File: src/rtl/isotp_pkg.sv
// Shared types and constants for the ISO 8601 timestamp parser.
// No dependencies; imported by every module of the block.
`timescale 1ns / 1ps

package isotp_pkg;

    localparam int EPOCH_W  = 39;
    localparam int S_DATA_W = 8;
    localparam int M_DATA_W = 40;

    // ASCII codes the parser looks for
    localparam logic [7:0] CH_SPACE = 8'h20;
    localparam logic [7:0] CH_PLUS  = 8'h2B;
    localparam logic [7:0] CH_DASH  = 8'h2D;
    localparam logic [7:0] CH_DOT   = 8'h2E;
    localparam logic [7:0] CH_ZERO  = 8'h30;
    localparam logic [7:0] CH_NINE  = 8'h39;
    localparam logic [7:0] CH_COLON = 8'h3A;
    localparam logic [7:0] CH_T     = 8'h54;
    localparam logic [7:0] CH_Z     = 8'h5A;

    // One parsed text, handed from the character parser to the arithmetic
    // pipe. Field values are meaningful only when ok is set.
    typedef struct packed {
        logic       ok;
        logic [6:0] year_hi;
        logic [6:0] year_lo;
        logic [3:0] month;
        logic [4:0] day;
        logic [4:0] hour;
        logic [5:0] minute;
        logic [5:0] second;
        logic       off_neg;
        logic [4:0] off_hour;
        logic [5:0] off_minute;
    } job_t;

endpackage

File: src/rtl/iso_timestamp_parser.sv
// Top level of the ISO 8601 timestamp parser: parser, job queue, arithmetic pipe.
// Depends on isotp_pkg, isotp_front, isotp_fifo, isotp_back.
`timescale 1ns / 1ps

// Usage:
//   Slave stream carries the text, one character per beat: s_tdata[7:0] is the
//   ASCII byte and s_tlast marks the final character. Only the final beat of a
//   text produces a result on the master stream: m_tdata[38:0] holds UTC epoch
//   seconds (two's complement, zero when invalid) and m_tuser is the valid flag.
//   Throughput: one character per cycle, with no gaps between texts, while s_tready is high.
//   After its final character is taken, a text passes through the job queue,
//   then the four-stage arithmetic pipe and the output register.
//   Up to FIFO_DEPTH finished texts wait in the job queue, plus five in the
//   pipe; s_tready drops only when the queue is full, so a stalled receiver
//   holds the result on m_tdata/m_tuser and input continues until then.
//   Reset clears the parser back to the first character and empties the queue
//   and the pipe; no result is pending after reset.
module iso_timestamp_parser
    import isotp_pkg::*;
#(
    parameter int FIFO_DEPTH = 4
)
(
    input  logic                clk,
    input  logic                rst_n,
    input  logic                s_tvalid,
    output logic                s_tready,
    input  logic [S_DATA_W-1:0] s_tdata,   // [7:0] char_code
    input  logic                s_tlast,
    output logic                m_tvalid,
    input  logic                m_tready,
    output logic [M_DATA_W-1:0] m_tdata,   // [38:0] epoch_seconds, [39] zero
    output logic                m_tuser    // [0] valid_res
);

    logic               beat;
    logic               push;
    job_t               wr_job, rd_job;
    logic               pop, empty, full;
    logic [EPOCH_W-1:0] epoch_seconds;

    assign s_tready = !full;
    assign beat     = s_tvalid && s_tready;

    isotp_front u_front (
        .clk       (clk),
        .rst_n     (rst_n),
        .in_valid  (beat),
        .char_code (s_tdata),
        .last_char (s_tlast),
        .push      (push),
        .job       (wr_job)
    );

    isotp_fifo #(
        .DEPTH (FIFO_DEPTH)
    ) u_fifo (
        .clk    (clk),
        .rst_n  (rst_n),
        .push   (push),
        .wr_job (wr_job),
        .pop    (pop),
        .rd_job (rd_job),
        .empty  (empty),
        .full   (full)
    );

    isotp_back u_back (
        .clk           (clk),
        .rst_n         (rst_n),
        .job_valid     (!empty),
        .job           (rd_job),
        .job_pop       (pop),
        .out_valid     (m_tvalid),
        .out_ready     (m_tready),
        .epoch_seconds (epoch_seconds),
        .valid_res     (m_tuser)
    );

    assign m_tdata = {1'b0, epoch_seconds};

endmodule

File: src/rtl/isotp_front.sv
// Character parser: walks the text one beat at a time and checks it.
// On the final character it emits one job_t; depends on isotp_pkg.
`timescale 1ns / 1ps

module isotp_front
    import isotp_pkg::*;
(
    input  logic       clk,
    input  logic       rst_n,
    input  logic       in_valid,
    input  logic [7:0] char_code,
    input  logic       last_char,
    output logic       push,
    output job_t       job
);

    typedef enum logic [2:0] {
        PH_MAIN    = 3'd0,
        PH_SEC_END = 3'd1,
        PH_DOT     = 3'd2,
        PH_FRAC    = 3'd3,
        PH_ZULU    = 3'd4,
        PH_OFFSET  = 3'd5
    } phase_t;

    function automatic logic [6:0] acc10(input logic [6:0] acc, input logic [3:0] v);
        acc10 = 7'({acc, 3'b000} + {acc, 1'b0} + 10'(v));
    endfunction

    function automatic logic [6:0] month_days(input logic [6:0] m, input logic leap);
        case (m)
            7'd4, 7'd6, 7'd9, 7'd11: month_days = 7'd30;
            7'd2:                    month_days = leap ? 7'd29 : 7'd28;
            default:                 month_days = 7'd31;
        endcase
    endfunction

    function automatic logic fields_ok(
        input logic [6:0] yhi, input logic [6:0] ylo, input logic [6:0] m,
        input logic [6:0] d,   input logic [6:0] h,   input logic [6:0] mi,
        input logic [6:0] s
    );
        logic leap;
        leap = (ylo[1:0] == 2'd0 && ylo != 7'd0) || (ylo == 7'd0 && yhi[1:0] == 2'd0);
        fields_ok = (m >= 7'd1) && (m <= 7'd12) && (d >= 7'd1) && (d <= month_days(m, leap))
                    && (h <= 7'd23) && (mi <= 7'd59) && (s <= 7'd59);
    endfunction

    logic [4:0] idx_reg, idx_next;
    phase_t     phase_reg, phase_next;
    logic       failed_reg, failed_next;
    logic [6:0] yhi_reg, yhi_next, ylo_reg, ylo_next;
    logic [6:0] mon_reg, mon_next, day_reg, day_next;
    logic [6:0] hr_reg, hr_next, mi_reg, mi_next, sec_reg, sec_next;
    logic       oneg_reg, oneg_next;
    logic [6:0] ohr_reg, ohr_next, omi_reg, omi_next;
    logic [2:0] ocnt_reg, ocnt_next;
    logic       ocolon_reg, ocolon_next;

    logic       digit;
    logic [3:0] dval;
    logic       ok;

    assign digit = (char_code >= CH_ZERO) && (char_code <= CH_NINE);
    assign dval  = char_code[3:0];

    always_comb
    begin
        idx_next    = idx_reg;
        phase_next  = phase_reg;
        failed_next = failed_reg;
        yhi_next    = yhi_reg;
        ylo_next    = ylo_reg;
        mon_next    = mon_reg;
        day_next    = day_reg;
        hr_next     = hr_reg;
        mi_next     = mi_reg;
        sec_next    = sec_reg;
        oneg_next   = oneg_reg;
        ohr_next    = ohr_reg;
        omi_next    = omi_reg;
        ocnt_next   = ocnt_reg;
        ocolon_next = ocolon_reg;

        if (!failed_reg)
        begin
            case (phase_reg)
                PH_MAIN:
                begin
                    if (idx_reg == 5'd4 || idx_reg == 5'd7)
                    begin
                        if (char_code != CH_DASH) failed_next = 1'b1;
                    end
                    else if (idx_reg == 5'd10)
                    begin
                        if (char_code != CH_T && char_code != CH_SPACE) failed_next = 1'b1;
                    end
                    else if (idx_reg == 5'd13 || idx_reg == 5'd16)
                    begin
                        if (char_code != CH_COLON) failed_next = 1'b1;
                    end
                    else if (!digit) failed_next = 1'b1;
                    else if (idx_reg <= 5'd1)  yhi_next = acc10(yhi_reg, dval);
                    else if (idx_reg <= 5'd3)  ylo_next = acc10(ylo_reg, dval);
                    else if (idx_reg <= 5'd6)  mon_next = acc10(mon_reg, dval);
                    else if (idx_reg <= 5'd9)  day_next = acc10(day_reg, dval);
                    else if (idx_reg <= 5'd12) hr_next  = acc10(hr_reg, dval);
                    else if (idx_reg <= 5'd15) mi_next  = acc10(mi_reg, dval);
                    else                       sec_next = acc10(sec_reg, dval);

                    if (idx_reg >= 5'd18)
                    begin
                        phase_next = PH_SEC_END;
                        if (!fields_ok(yhi_next, ylo_next, mon_next, day_next,
                                       hr_next, mi_next, sec_next))
                            failed_next = 1'b1;
                    end
                    if (idx_reg != 5'd31) idx_next = idx_reg + 5'd1;
                end
                PH_SEC_END, PH_FRAC:
                begin
                    if (phase_reg == PH_SEC_END && char_code == CH_DOT) phase_next = PH_DOT;
                    else if (phase_reg == PH_FRAC && digit) phase_next = PH_FRAC;
                    else if (char_code == CH_Z) phase_next = PH_ZULU;
                    else if (char_code == CH_PLUS || char_code == CH_DASH)
                    begin
                        phase_next = PH_OFFSET;
                        oneg_next  = (char_code == CH_DASH);
                    end
                    else failed_next = 1'b1;
                end
                PH_DOT:
                begin
                    if (digit) phase_next = PH_FRAC;
                    else failed_next = 1'b1;
                end
                PH_OFFSET:
                begin
                    if (digit && ocnt_reg < 3'd4)
                    begin
                        if (ocnt_reg < 3'd2) ohr_next = acc10(ohr_reg, dval);
                        else                 omi_next = acc10(omi_reg, dval);
                        ocnt_next = ocnt_reg + 3'd1;
                    end
                    else if (char_code == CH_COLON && ocnt_reg == 3'd2 && !ocolon_reg)
                        ocolon_next = 1'b1;
                    else failed_next = 1'b1;
                end
                default: failed_next = 1'b1;
            endcase
        end

        ok = !failed_next && phase_next != PH_MAIN && phase_next != PH_DOT
             && (phase_next != PH_OFFSET
                 || (ocnt_next == 3'd4 && ohr_next <= 7'd23 && omi_next <= 7'd59));
    end

    assign push           = in_valid && last_char;
    assign job.ok         = ok;
    assign job.year_hi    = yhi_next;
    assign job.year_lo    = ylo_next;
    assign job.month      = mon_next[3:0];
    assign job.day        = day_next[4:0];
    assign job.hour       = hr_next[4:0];
    assign job.minute     = mi_next[5:0];
    assign job.second     = sec_next[5:0];
    assign job.off_neg    = oneg_next;
    assign job.off_hour   = ohr_next[4:0];
    assign job.off_minute = omi_next[5:0];

    always_ff @(posedge clk or negedge rst_n)
    begin
        if (!rst_n)
        begin
            idx_reg    <= '0;
            phase_reg  <= PH_MAIN;
            failed_reg <= 1'b0;
            yhi_reg    <= '0;
            ylo_reg    <= '0;
            mon_reg    <= '0;
            day_reg    <= '0;
            hr_reg     <= '0;
            mi_reg     <= '0;
            sec_reg    <= '0;
            oneg_reg   <= 1'b0;
            ohr_reg    <= '0;
            omi_reg    <= '0;
            ocnt_reg   <= '0;
            ocolon_reg <= 1'b0;
        end
        else if (in_valid)
        begin
            if (last_char)
            begin
                idx_reg    <= '0;
                phase_reg  <= PH_MAIN;
                failed_reg <= 1'b0;
                yhi_reg    <= '0;
                ylo_reg    <= '0;
                mon_reg    <= '0;
                day_reg    <= '0;
                hr_reg     <= '0;
                mi_reg     <= '0;
                sec_reg    <= '0;
                oneg_reg   <= 1'b0;
                ohr_reg    <= '0;
                omi_reg    <= '0;
                ocnt_reg   <= '0;
                ocolon_reg <= 1'b0;
            end
            else
            begin
                idx_reg    <= idx_next;
                phase_reg  <= phase_next;
                failed_reg <= failed_next;
                yhi_reg    <= yhi_next;
                ylo_reg    <= ylo_next;
                mon_reg    <= mon_next;
                day_reg    <= day_next;
                hr_reg     <= hr_next;
                mi_reg     <= mi_next;
                sec_reg    <= sec_next;
                oneg_reg   <= oneg_next;
                ohr_reg    <= ohr_next;
                omi_reg    <= omi_next;
                ocnt_reg   <= ocnt_next;
                ocolon_reg <= ocolon_next;
            end
        end
    end

endmodule

File: src/rtl/isotp_fifo.sv
// Small job queue between the parser and the arithmetic pipe.
// Register-based, first-word fall-through; depends on isotp_pkg.
`timescale 1ns / 1ps

module isotp_fifo
    import isotp_pkg::*;
#(
    parameter int DEPTH = 4
)
(
    input  logic clk,
    input  logic rst_n,
    input  logic push,
    input  job_t wr_job,
    input  logic pop,
    output job_t rd_job,
    output logic empty,
    output logic full
);

    localparam int PTR_W = (DEPTH > 1) ? $clog2(DEPTH) : 1;
    localparam int CNT_W = $clog2(DEPTH + 1);
    localparam logic [PTR_W-1:0] LAST_PTR = PTR_W'(DEPTH - 1);
    localparam logic [CNT_W-1:0] FULL_CNT = CNT_W'(DEPTH);

    job_t             mem [DEPTH];
    logic [PTR_W-1:0] wr_ptr_reg, rd_ptr_reg;
    logic [CNT_W-1:0] count_reg;
    logic             do_push, do_pop;

    assign empty   = (count_reg == '0);
    assign full    = (count_reg == FULL_CNT);
    assign do_push = push && !full;
    assign do_pop  = pop && !empty;
    assign rd_job  = mem[rd_ptr_reg];

    always_ff @(posedge clk)
    begin
        if (do_push) mem[wr_ptr_reg] <= wr_job;
    end

    always_ff @(posedge clk or negedge rst_n)
    begin
        if (!rst_n)
        begin
            wr_ptr_reg <= '0;
            rd_ptr_reg <= '0;
            count_reg  <= '0;
        end
        else
        begin
            if (do_push) wr_ptr_reg <= (wr_ptr_reg == LAST_PTR) ? '0 : wr_ptr_reg + 1'b1;
            if (do_pop)  rd_ptr_reg <= (rd_ptr_reg == LAST_PTR) ? '0 : rd_ptr_reg + 1'b1;
            if (do_push && !do_pop)      count_reg <= count_reg + 1'b1;
            else if (do_pop && !do_push) count_reg <= count_reg - 1'b1;
        end
    end

endmodule

File: src/rtl/isotp_back.sv
// Arithmetic pipe: turns a checked date/time/offset into epoch seconds.
// Four stages plus the output register; depends on isotp_pkg.
`timescale 1ns / 1ps

module isotp_back
    import isotp_pkg::*;
(
    input  logic               clk,
    input  logic               rst_n,
    input  logic               job_valid,
    input  job_t               job,
    output logic               job_pop,
    output logic               out_valid,
    input  logic               out_ready,
    output logic [EPOCH_W-1:0] epoch_seconds,
    output logic               valid_res
);

    // days from March 1 to the first of each month
    function automatic logic [8:0] month_base(input logic [3:0] m);
        case (m)
            4'd1:    month_base = 9'd306;
            4'd2:    month_base = 9'd337;
            4'd3:    month_base = 9'd0;
            4'd4:    month_base = 9'd31;
            4'd5:    month_base = 9'd61;
            4'd6:    month_base = 9'd92;
            4'd7:    month_base = 9'd122;
            4'd8:    month_base = 9'd153;
            4'd9:    month_base = 9'd184;
            4'd10:   month_base = 9'd214;
            4'd11:   month_base = 9'd245;
            4'd12:   month_base = 9'd275;
            default: month_base = 9'd0;
        endcase
    endfunction

    localparam logic [23:0] DAY_BIAS = 24'd865565;

    logic adv;

    logic               s1_v_reg, s2_v_reg, s3_v_reg, s4_v_reg, out_v_reg;
    logic               s1_ok_reg, s2_ok_reg, s3_ok_reg, s4_ok_reg;
    logic [13:0]        s1_yy_reg, s2_yy_reg;
    logic [8:0]         s1_doy_reg, s2_doy_reg;
    logic signed [18:0] s1_tod_reg, s2_tod_reg, s3_tod_reg, s4_tod_reg;
    logic [6:0]         s2_q100_reg;
    logic signed [23:0] s3_days_reg;
    logic [39:0]        s4_prod_reg;
    logic [EPOCH_W-1:0] out_epoch_reg;
    logic               out_ok_reg;

    logic [13:0]        s1_year_next, s1_yy_next;
    logic [8:0]         s1_doy_next;
    logic [16:0]        tod, off;
    logic signed [18:0] s1_tod_next;
    logic [26:0]        q_prod;
    logic [23:0]        s3_days_next;
    logic signed [40:0] s4_prod_full;
    logic [39:0]        sum;

    assign adv     = !out_v_reg || out_ready;
    assign job_pop = adv && job_valid;

    always_comb
    begin
        s1_year_next = 14'(job.year_hi) * 14'd100 + 14'(job.year_lo);
        s1_yy_next   = s1_year_next + 14'd400 - ((job.month <= 4'd2) ? 14'd1 : 14'd0);
        s1_doy_next  = month_base(job.month) + 9'(job.day) - 9'd1;
        tod          = 17'(job.hour) * 17'd3600 + 17'(job.minute) * 17'd60 + 17'(job.second);
        off          = 17'(job.off_hour) * 17'd3600 + 17'(job.off_minute) * 17'd60;
        s1_tod_next  = job.off_neg ? $signed({2'b00, tod}) + $signed({2'b00, off})
                                   : $signed({2'b00, tod}) - $signed({2'b00, off});

        // floor(yy / 100) by reciprocal, exact for yy below 43699
        q_prod = 27'(s1_yy_reg) * 27'd5243;

        s3_days_next = 24'(s2_yy_reg) * 24'd365 + 24'(s2_yy_reg >> 2) - 24'(s2_q100_reg)
                       + 24'(s2_q100_reg >> 2) + 24'(s2_doy_reg) - DAY_BIAS;

        s4_prod_full = 41'(s3_days_reg) * 41'sd86400;

        sum = s4_prod_reg + 40'(s4_tod_reg);
    end

    always_ff @(posedge clk or negedge rst_n)
    begin
        if (!rst_n)
        begin
            s1_v_reg  <= 1'b0;
            s2_v_reg  <= 1'b0;
            s3_v_reg  <= 1'b0;
            s4_v_reg  <= 1'b0;
            out_v_reg <= 1'b0;
        end
        else if (adv)
        begin
            s1_v_reg  <= job_valid;
            s2_v_reg  <= s1_v_reg;
            s3_v_reg  <= s2_v_reg;
            s4_v_reg  <= s3_v_reg;
            out_v_reg <= s4_v_reg;
        end
    end

    always_ff @(posedge clk)
    begin
        if (adv)
        begin
            s1_ok_reg     <= job.ok;
            s1_yy_reg     <= s1_yy_next;
            s1_doy_reg    <= s1_doy_next;
            s1_tod_reg    <= s1_tod_next;

            s2_ok_reg     <= s1_ok_reg;
            s2_yy_reg     <= s1_yy_reg;
            s2_doy_reg    <= s1_doy_reg;
            s2_tod_reg    <= s1_tod_reg;
            s2_q100_reg   <= q_prod[25:19];

            s3_ok_reg     <= s2_ok_reg;
            s3_tod_reg    <= s2_tod_reg;
            s3_days_reg   <= $signed(s3_days_next);

            s4_ok_reg     <= s3_ok_reg;
            s4_tod_reg    <= s3_tod_reg;
            s4_prod_reg   <= s4_prod_full[39:0];

            out_ok_reg    <= s4_ok_reg;
            out_epoch_reg <= s4_ok_reg ? sum[EPOCH_W-1:0] : '0;
        end
    end

    assign out_valid     = out_v_reg;
    assign epoch_seconds = out_epoch_reg;
    assign valid_res     = out_ok_reg;

endmodule

File: config.mk
export PLATFORM = sky130hd
export DESIGN_NAME = iso_timestamp_parser
export DESIGN_NICKNAME = d
export VERILOG_FILES = /design/src/rtl/isotp_pkg.sv /design/src/rtl/iso_timestamp_parser.sv /design/src/rtl/isotp_front.sv /design/src/rtl/isotp_fifo.sv /design/src/rtl/isotp_back.sv
export SDC_FILE = /design/constraint.sdc
export NUM_CORES = 2
export LEC_CHECK = 0
export ABC_CLOCK_PERIOD_IN_PS = 12260
export BUFFER_PORTS_ARGS = -buffer_cell sky130_fd_sc_hd__buf_2
export CAP_MARGIN = 20
export CORE_MARGIN = 8
export CORE_UTILIZATION = 60
export DETAILED_ROUTE_END_ITERATION = 7
export PLACE_DENSITY_LB_ADDON = 0.12
export SYNTH_ARGS = -nofsm -noshare
export SYNTH_HDL_FRONTEND = slang
export SYNTH_SLANG_ARGS = --single-unit
File: constraint.sdc
create_clock -name clk -period 12.26 [get_ports clk]
set_input_delay 1.839 -clock clk [delete_from_list [all_inputs] [get_ports clk]]
set_output_delay 1.839 -clock clk [all_outputs]
set_load 0.03 [all_outputs]
==> PnR_summary.wiki <==
{| class="wikitable"
! Metric !! Value
|-
| Number of hold violations in the final report || 0
|-
| Max-cap violation count || 0
|-
| Most frequent cells in the layout || sky130_fd_sc_hd__inv_1, sky130_fd_sc_hd__ha_1, sky130_fd_sc_hd__edfxtp_1, sky130_fd_sc_hd__fa_1, sky130_fd_sc_hd__a21oi_1
|-
| Overflow left after global routing || 0
|-
| Antenna diode instance count || 0
|-
| Cell Area, Synth || 0.0408 sq mm
|-
| Gp weighted congestion || 0.875
|-
| Source of the worst register-to-register timing path || u_fifo.rd_ptr_reg[0]$_DFFE_PN0P_
|-
| FF+latch count, synth || 530
|-
| Mean post-synth cell area || 11.7 sq um
|-
| Status || completed
|-
| Top_reg_cell synth || sky130_fd_sc_hd__edfxtp_1
|-
| Clock root buffer || sky130_fd_sc_hd__clkbuf_16
|-
| Share of flip-flops with an asynchronous set or reset || 16.8%
|-
| Number of warning messages in the yosys log || 0
|-
| First element of the critical path || u_fifo.rd_ptr_reg[0]$_DFFE_PN0P_
|-
| Number of nets in the layout || 4415
|-
| Antenna-violating nets left || 0
|-
| Number of buffers inserted by post-CTS setup repair || 0
|-
| Die Outline Area || 0.0766 sq mm
|-
| All-Layer GR Usage || 20.2%
|-
| Headroom to the max-slew limit || 28.8%
|-
| Die Span X || 277 microns
|-
| Starting utilization of the core area || 60.7%
|-
| Cell Rows || 95
|-
| Length of the first detailed-routing pass in iterations || 5
|-
| Global-route wire length before repair || 130000 microns
|-
| Part of the Yosys area used for sequential elements || 37.9%
|-
| Drt via density || 5.65
|-
| Top achievable clock speed || 127 MHz
|-
| Hold crit path type || flip-flop to flip-flop
|-
| Post-detailed-route wirelength per cell || 17.2 microns
|-
| Setup repair after global routing missed its margin || no
|-
| Required @ worst endpoint || 12620 ps
|-
| Number of I/O pins || 56
|-
| Area delta synth->final || 7.83%
|-
| Count of flip-flops with a built-in enable after synthesis || 441
|-
| Largest clock skew in the final design || 19.9 ps
|-
| Hold Path Origin || u_back.s1_doy_reg[1]$_DFFE_PN_
|-
| Most frequent standard cell in the layout excluding fill and tap cells || sky130_fd_sc_hd__inv_1
|-
| Antenna violations before repair || 0
|-
| Routed via count || 25.2k
|-
| Hold buffer count at CTS || 0
|-
| Sink Count || 530
|-
| Pins over their slew limit || 0
|-
| Min Clock Period, post-route || 7850 ps
|-
| Share of final-layout standard cells stronger than drive strength 1 || 7.99%
|-
| Number of design-rule violations left by the first detailed-router iteration || 1169
|-
| Number of setup violations in the final report || 0
|-
| Critical path peak fanout || 34
|-
| TritonCTS clock tree || built
|-
| Least-Margin Pin Slew || 1060 ps
|-
| H-tree level count || 2
|-
| Die height || 277 microns
|-
| Start-to-end type of the worst setup path || flip-flop to flip-flop
|-
| Core area || 0.0673 sq mm
|-
| Critical path startpoint category || flip-flop
|-
| Wirelength, routed || 76900 microns
|-
| Setup TNS || 0 ps
|-
| Clock insertion delay at the later pin of the skew report || 620 ps
|-
| Nets in the synthesized netlist || 4353
|-
| Vias in the first global route || 26.8k
|-
| Largest net degree at the start of global routing || 85
|-
| Number of clock buffers inserted by TritonCTS || 56
|-
| Number of instances in the synthesized netlist || 3486
|-
| Clock buffer depth || 3
|-
| Number of flip-flops under the largest register name || 212
|-
| Fin crit share || 64.1%
|-
| Post-cts sizing count || 0
|-
| PortBufs || 54
|-
| Library cells used by synthesis || 90
|-
| CTS clock-pin slew for the worst setup and hold paths || 60 ps
|-
| Hpwl dp || 58100 microns
|-
| Data arrival, critical path || 8210 ps
|-
| Post-route DRC || 0
|-
| Sort of element at the end of the critical path || flip-flop
|}
synthesized netlist by cell type, types with 28 or more instances:
cell type | instances | area (sq um)
sky130_fd_sc_hd__a21o_1 | 64 | 480
sky130_fd_sc_hd__a21oi_1 | 178 | 891
sky130_fd_sc_hd__a22o_1 | 45 | 394
sky130_fd_sc_hd__and2_1 | 34 | 213
sky130_fd_sc_hd__clkbuf_1 | 49 | 184
sky130_fd_sc_hd__dfrtp_1 | 89 | 2230
sky130_fd_sc_hd__edfxtp_1 | 441 | 13200
sky130_fd_sc_hd__fa_1 | 262 | 5250
sky130_fd_sc_hd__ha_1 | 592 | 7410
sky130_fd_sc_hd__inv_1 | 646 | 2420
sky130_fd_sc_hd__mux2_2 | 44 | 495
sky130_fd_sc_hd__mux4_2 | 53 | 1190
sky130_fd_sc_hd__nand2_1 | 114 | 428
sky130_fd_sc_hd__nand3_1 | 28 | 140
sky130_fd_sc_hd__nor2_1 | 110 | 413
sky130_fd_sc_hd__nor3_1 | 32 | 160
sky130_fd_sc_hd__o21ai_0 | 106 | 531
sky130_fd_sc_hd__o21bai_1 | 43 | 323
sky130_fd_sc_hd__xnor2_1 | 162 | 1420
sky130_fd_sc_hd__xor2_1 | 47 | 412
cell families after synthesis:
| group | after synthesis | share of synthesized area [%] |
|---|---|---|
| adder cells (fa/ha/maj) | 854 | 31.0 |
| XOR/XNOR | 209 | 4.48 |
| AO/OA/AOI/OAI | 596 | 9.56 |
| other | 1 | 0.00919 |
| buffers and inverters | 710 | 6.59 |
| multiplexers | 112 | 4.51 |
| flip-flops | 530 | 37.9 |
| AND/OR/NAND/NOR | 474 | 5.96 |
layout make-up:
class	count	area, sq um
well taps	873	1090
clock buffers	64	1450
clock inverters	40	508
inverters	648	2430
repair buffers	66	363
fillers	5035	23300
flip-flops and latches	530	15500
multi-input cells	2246	22700
worst paths after layout:
check / end / slack, ps / cells after the start
setup / recovery: u_back.s1_tod_reg[16]$_DFFE_PN_ / 4410 / 22
hold reg to reg: u_back.s2_doy_reg[1]$_DFFE_PN_ / 410 / 0
max in group asynchronous: u_front.day_reg[2]$_DFFE_PN0P_ / 9920 / 2
min in group asynchronous: u_back.s1_v_reg$_DFFE_PN0N_ / 1090 / 1
setup reg to reg: u_back.s1_tod_reg[16]$_DFFE_PN_ / 4410 / 22
hold / removal: u_back.s2_doy_reg[1]$_DFFE_PN_ / 410 / 0
stage by stage:
step / hold slack, ps / setup slack, ps / instance area (sq um) / util, % / std cells
after CTS: 412 / 4330 / 44000 / 65.4 / 4467
final: 415 / 4410 / 44000 / 65.4 / 4467
after floorplan: 400 / 2110 / 40800 / - / 3486
after detailed placement: 405 / 4340 / 42100 / 62.5 / 4363
after global routing: 422 / 3930 / 44000 / 65.4 / 4467
after global placement: 401 / 4460 / 42100 / 62.5 / 4363
worst max-delay path: stages, from the launching register on:
cell and delay (ps):
sky130_fd_sc_hd__dfrtp_4 700, sky130_fd_sc_hd__buf_4 640, sky130_fd_sc_hd__mux4_2 690, sky130_fd_sc_hd__fa_1 550, sky130_fd_sc_hd__fa_1 520, sky130_fd_sc_hd__inv_1 60
sky130_fd_sc_hd__fa_1 450, sky130_fd_sc_hd__fa_1 500, sky130_fd_sc_hd__inv_1 40, sky130_fd_sc_hd__ha_1 330, sky130_fd_sc_hd__a21o_1 170, sky130_fd_sc_hd__a21oi_1 220
sky130_fd_sc_hd__o21bai_1 90, sky130_fd_sc_hd__a21oi_1 220, sky130_fd_sc_hd__o21bai_1 90, sky130_fd_sc_hd__a21oi_1 270, sky130_fd_sc_hd__xnor2_1 150, sky130_fd_sc_hd__ha_1 420
sky130_fd_sc_hd__o41ai_1 690, sky130_fd_sc_hd__o211ai_1 210, sky130_fd_sc_hd__a311o_1 390, sky130_fd_sc_hd__o21ai_0 100, sky130_fd_sc_hd__xnor2_1 80
routing by layer:
layer	up-vias	GRT usage, %	part of all wire (%)
met1	12493	24.9	43
met2	394	37.1	51
met5	-	0	0
met3	114	2.46	3.2
li1	12245	-	-
met4	0	5.66	2.4
Power is left out: the tool's default activity adds up to more than one toggle a clock period on the data nets, which glitch-free logic cannot reach.
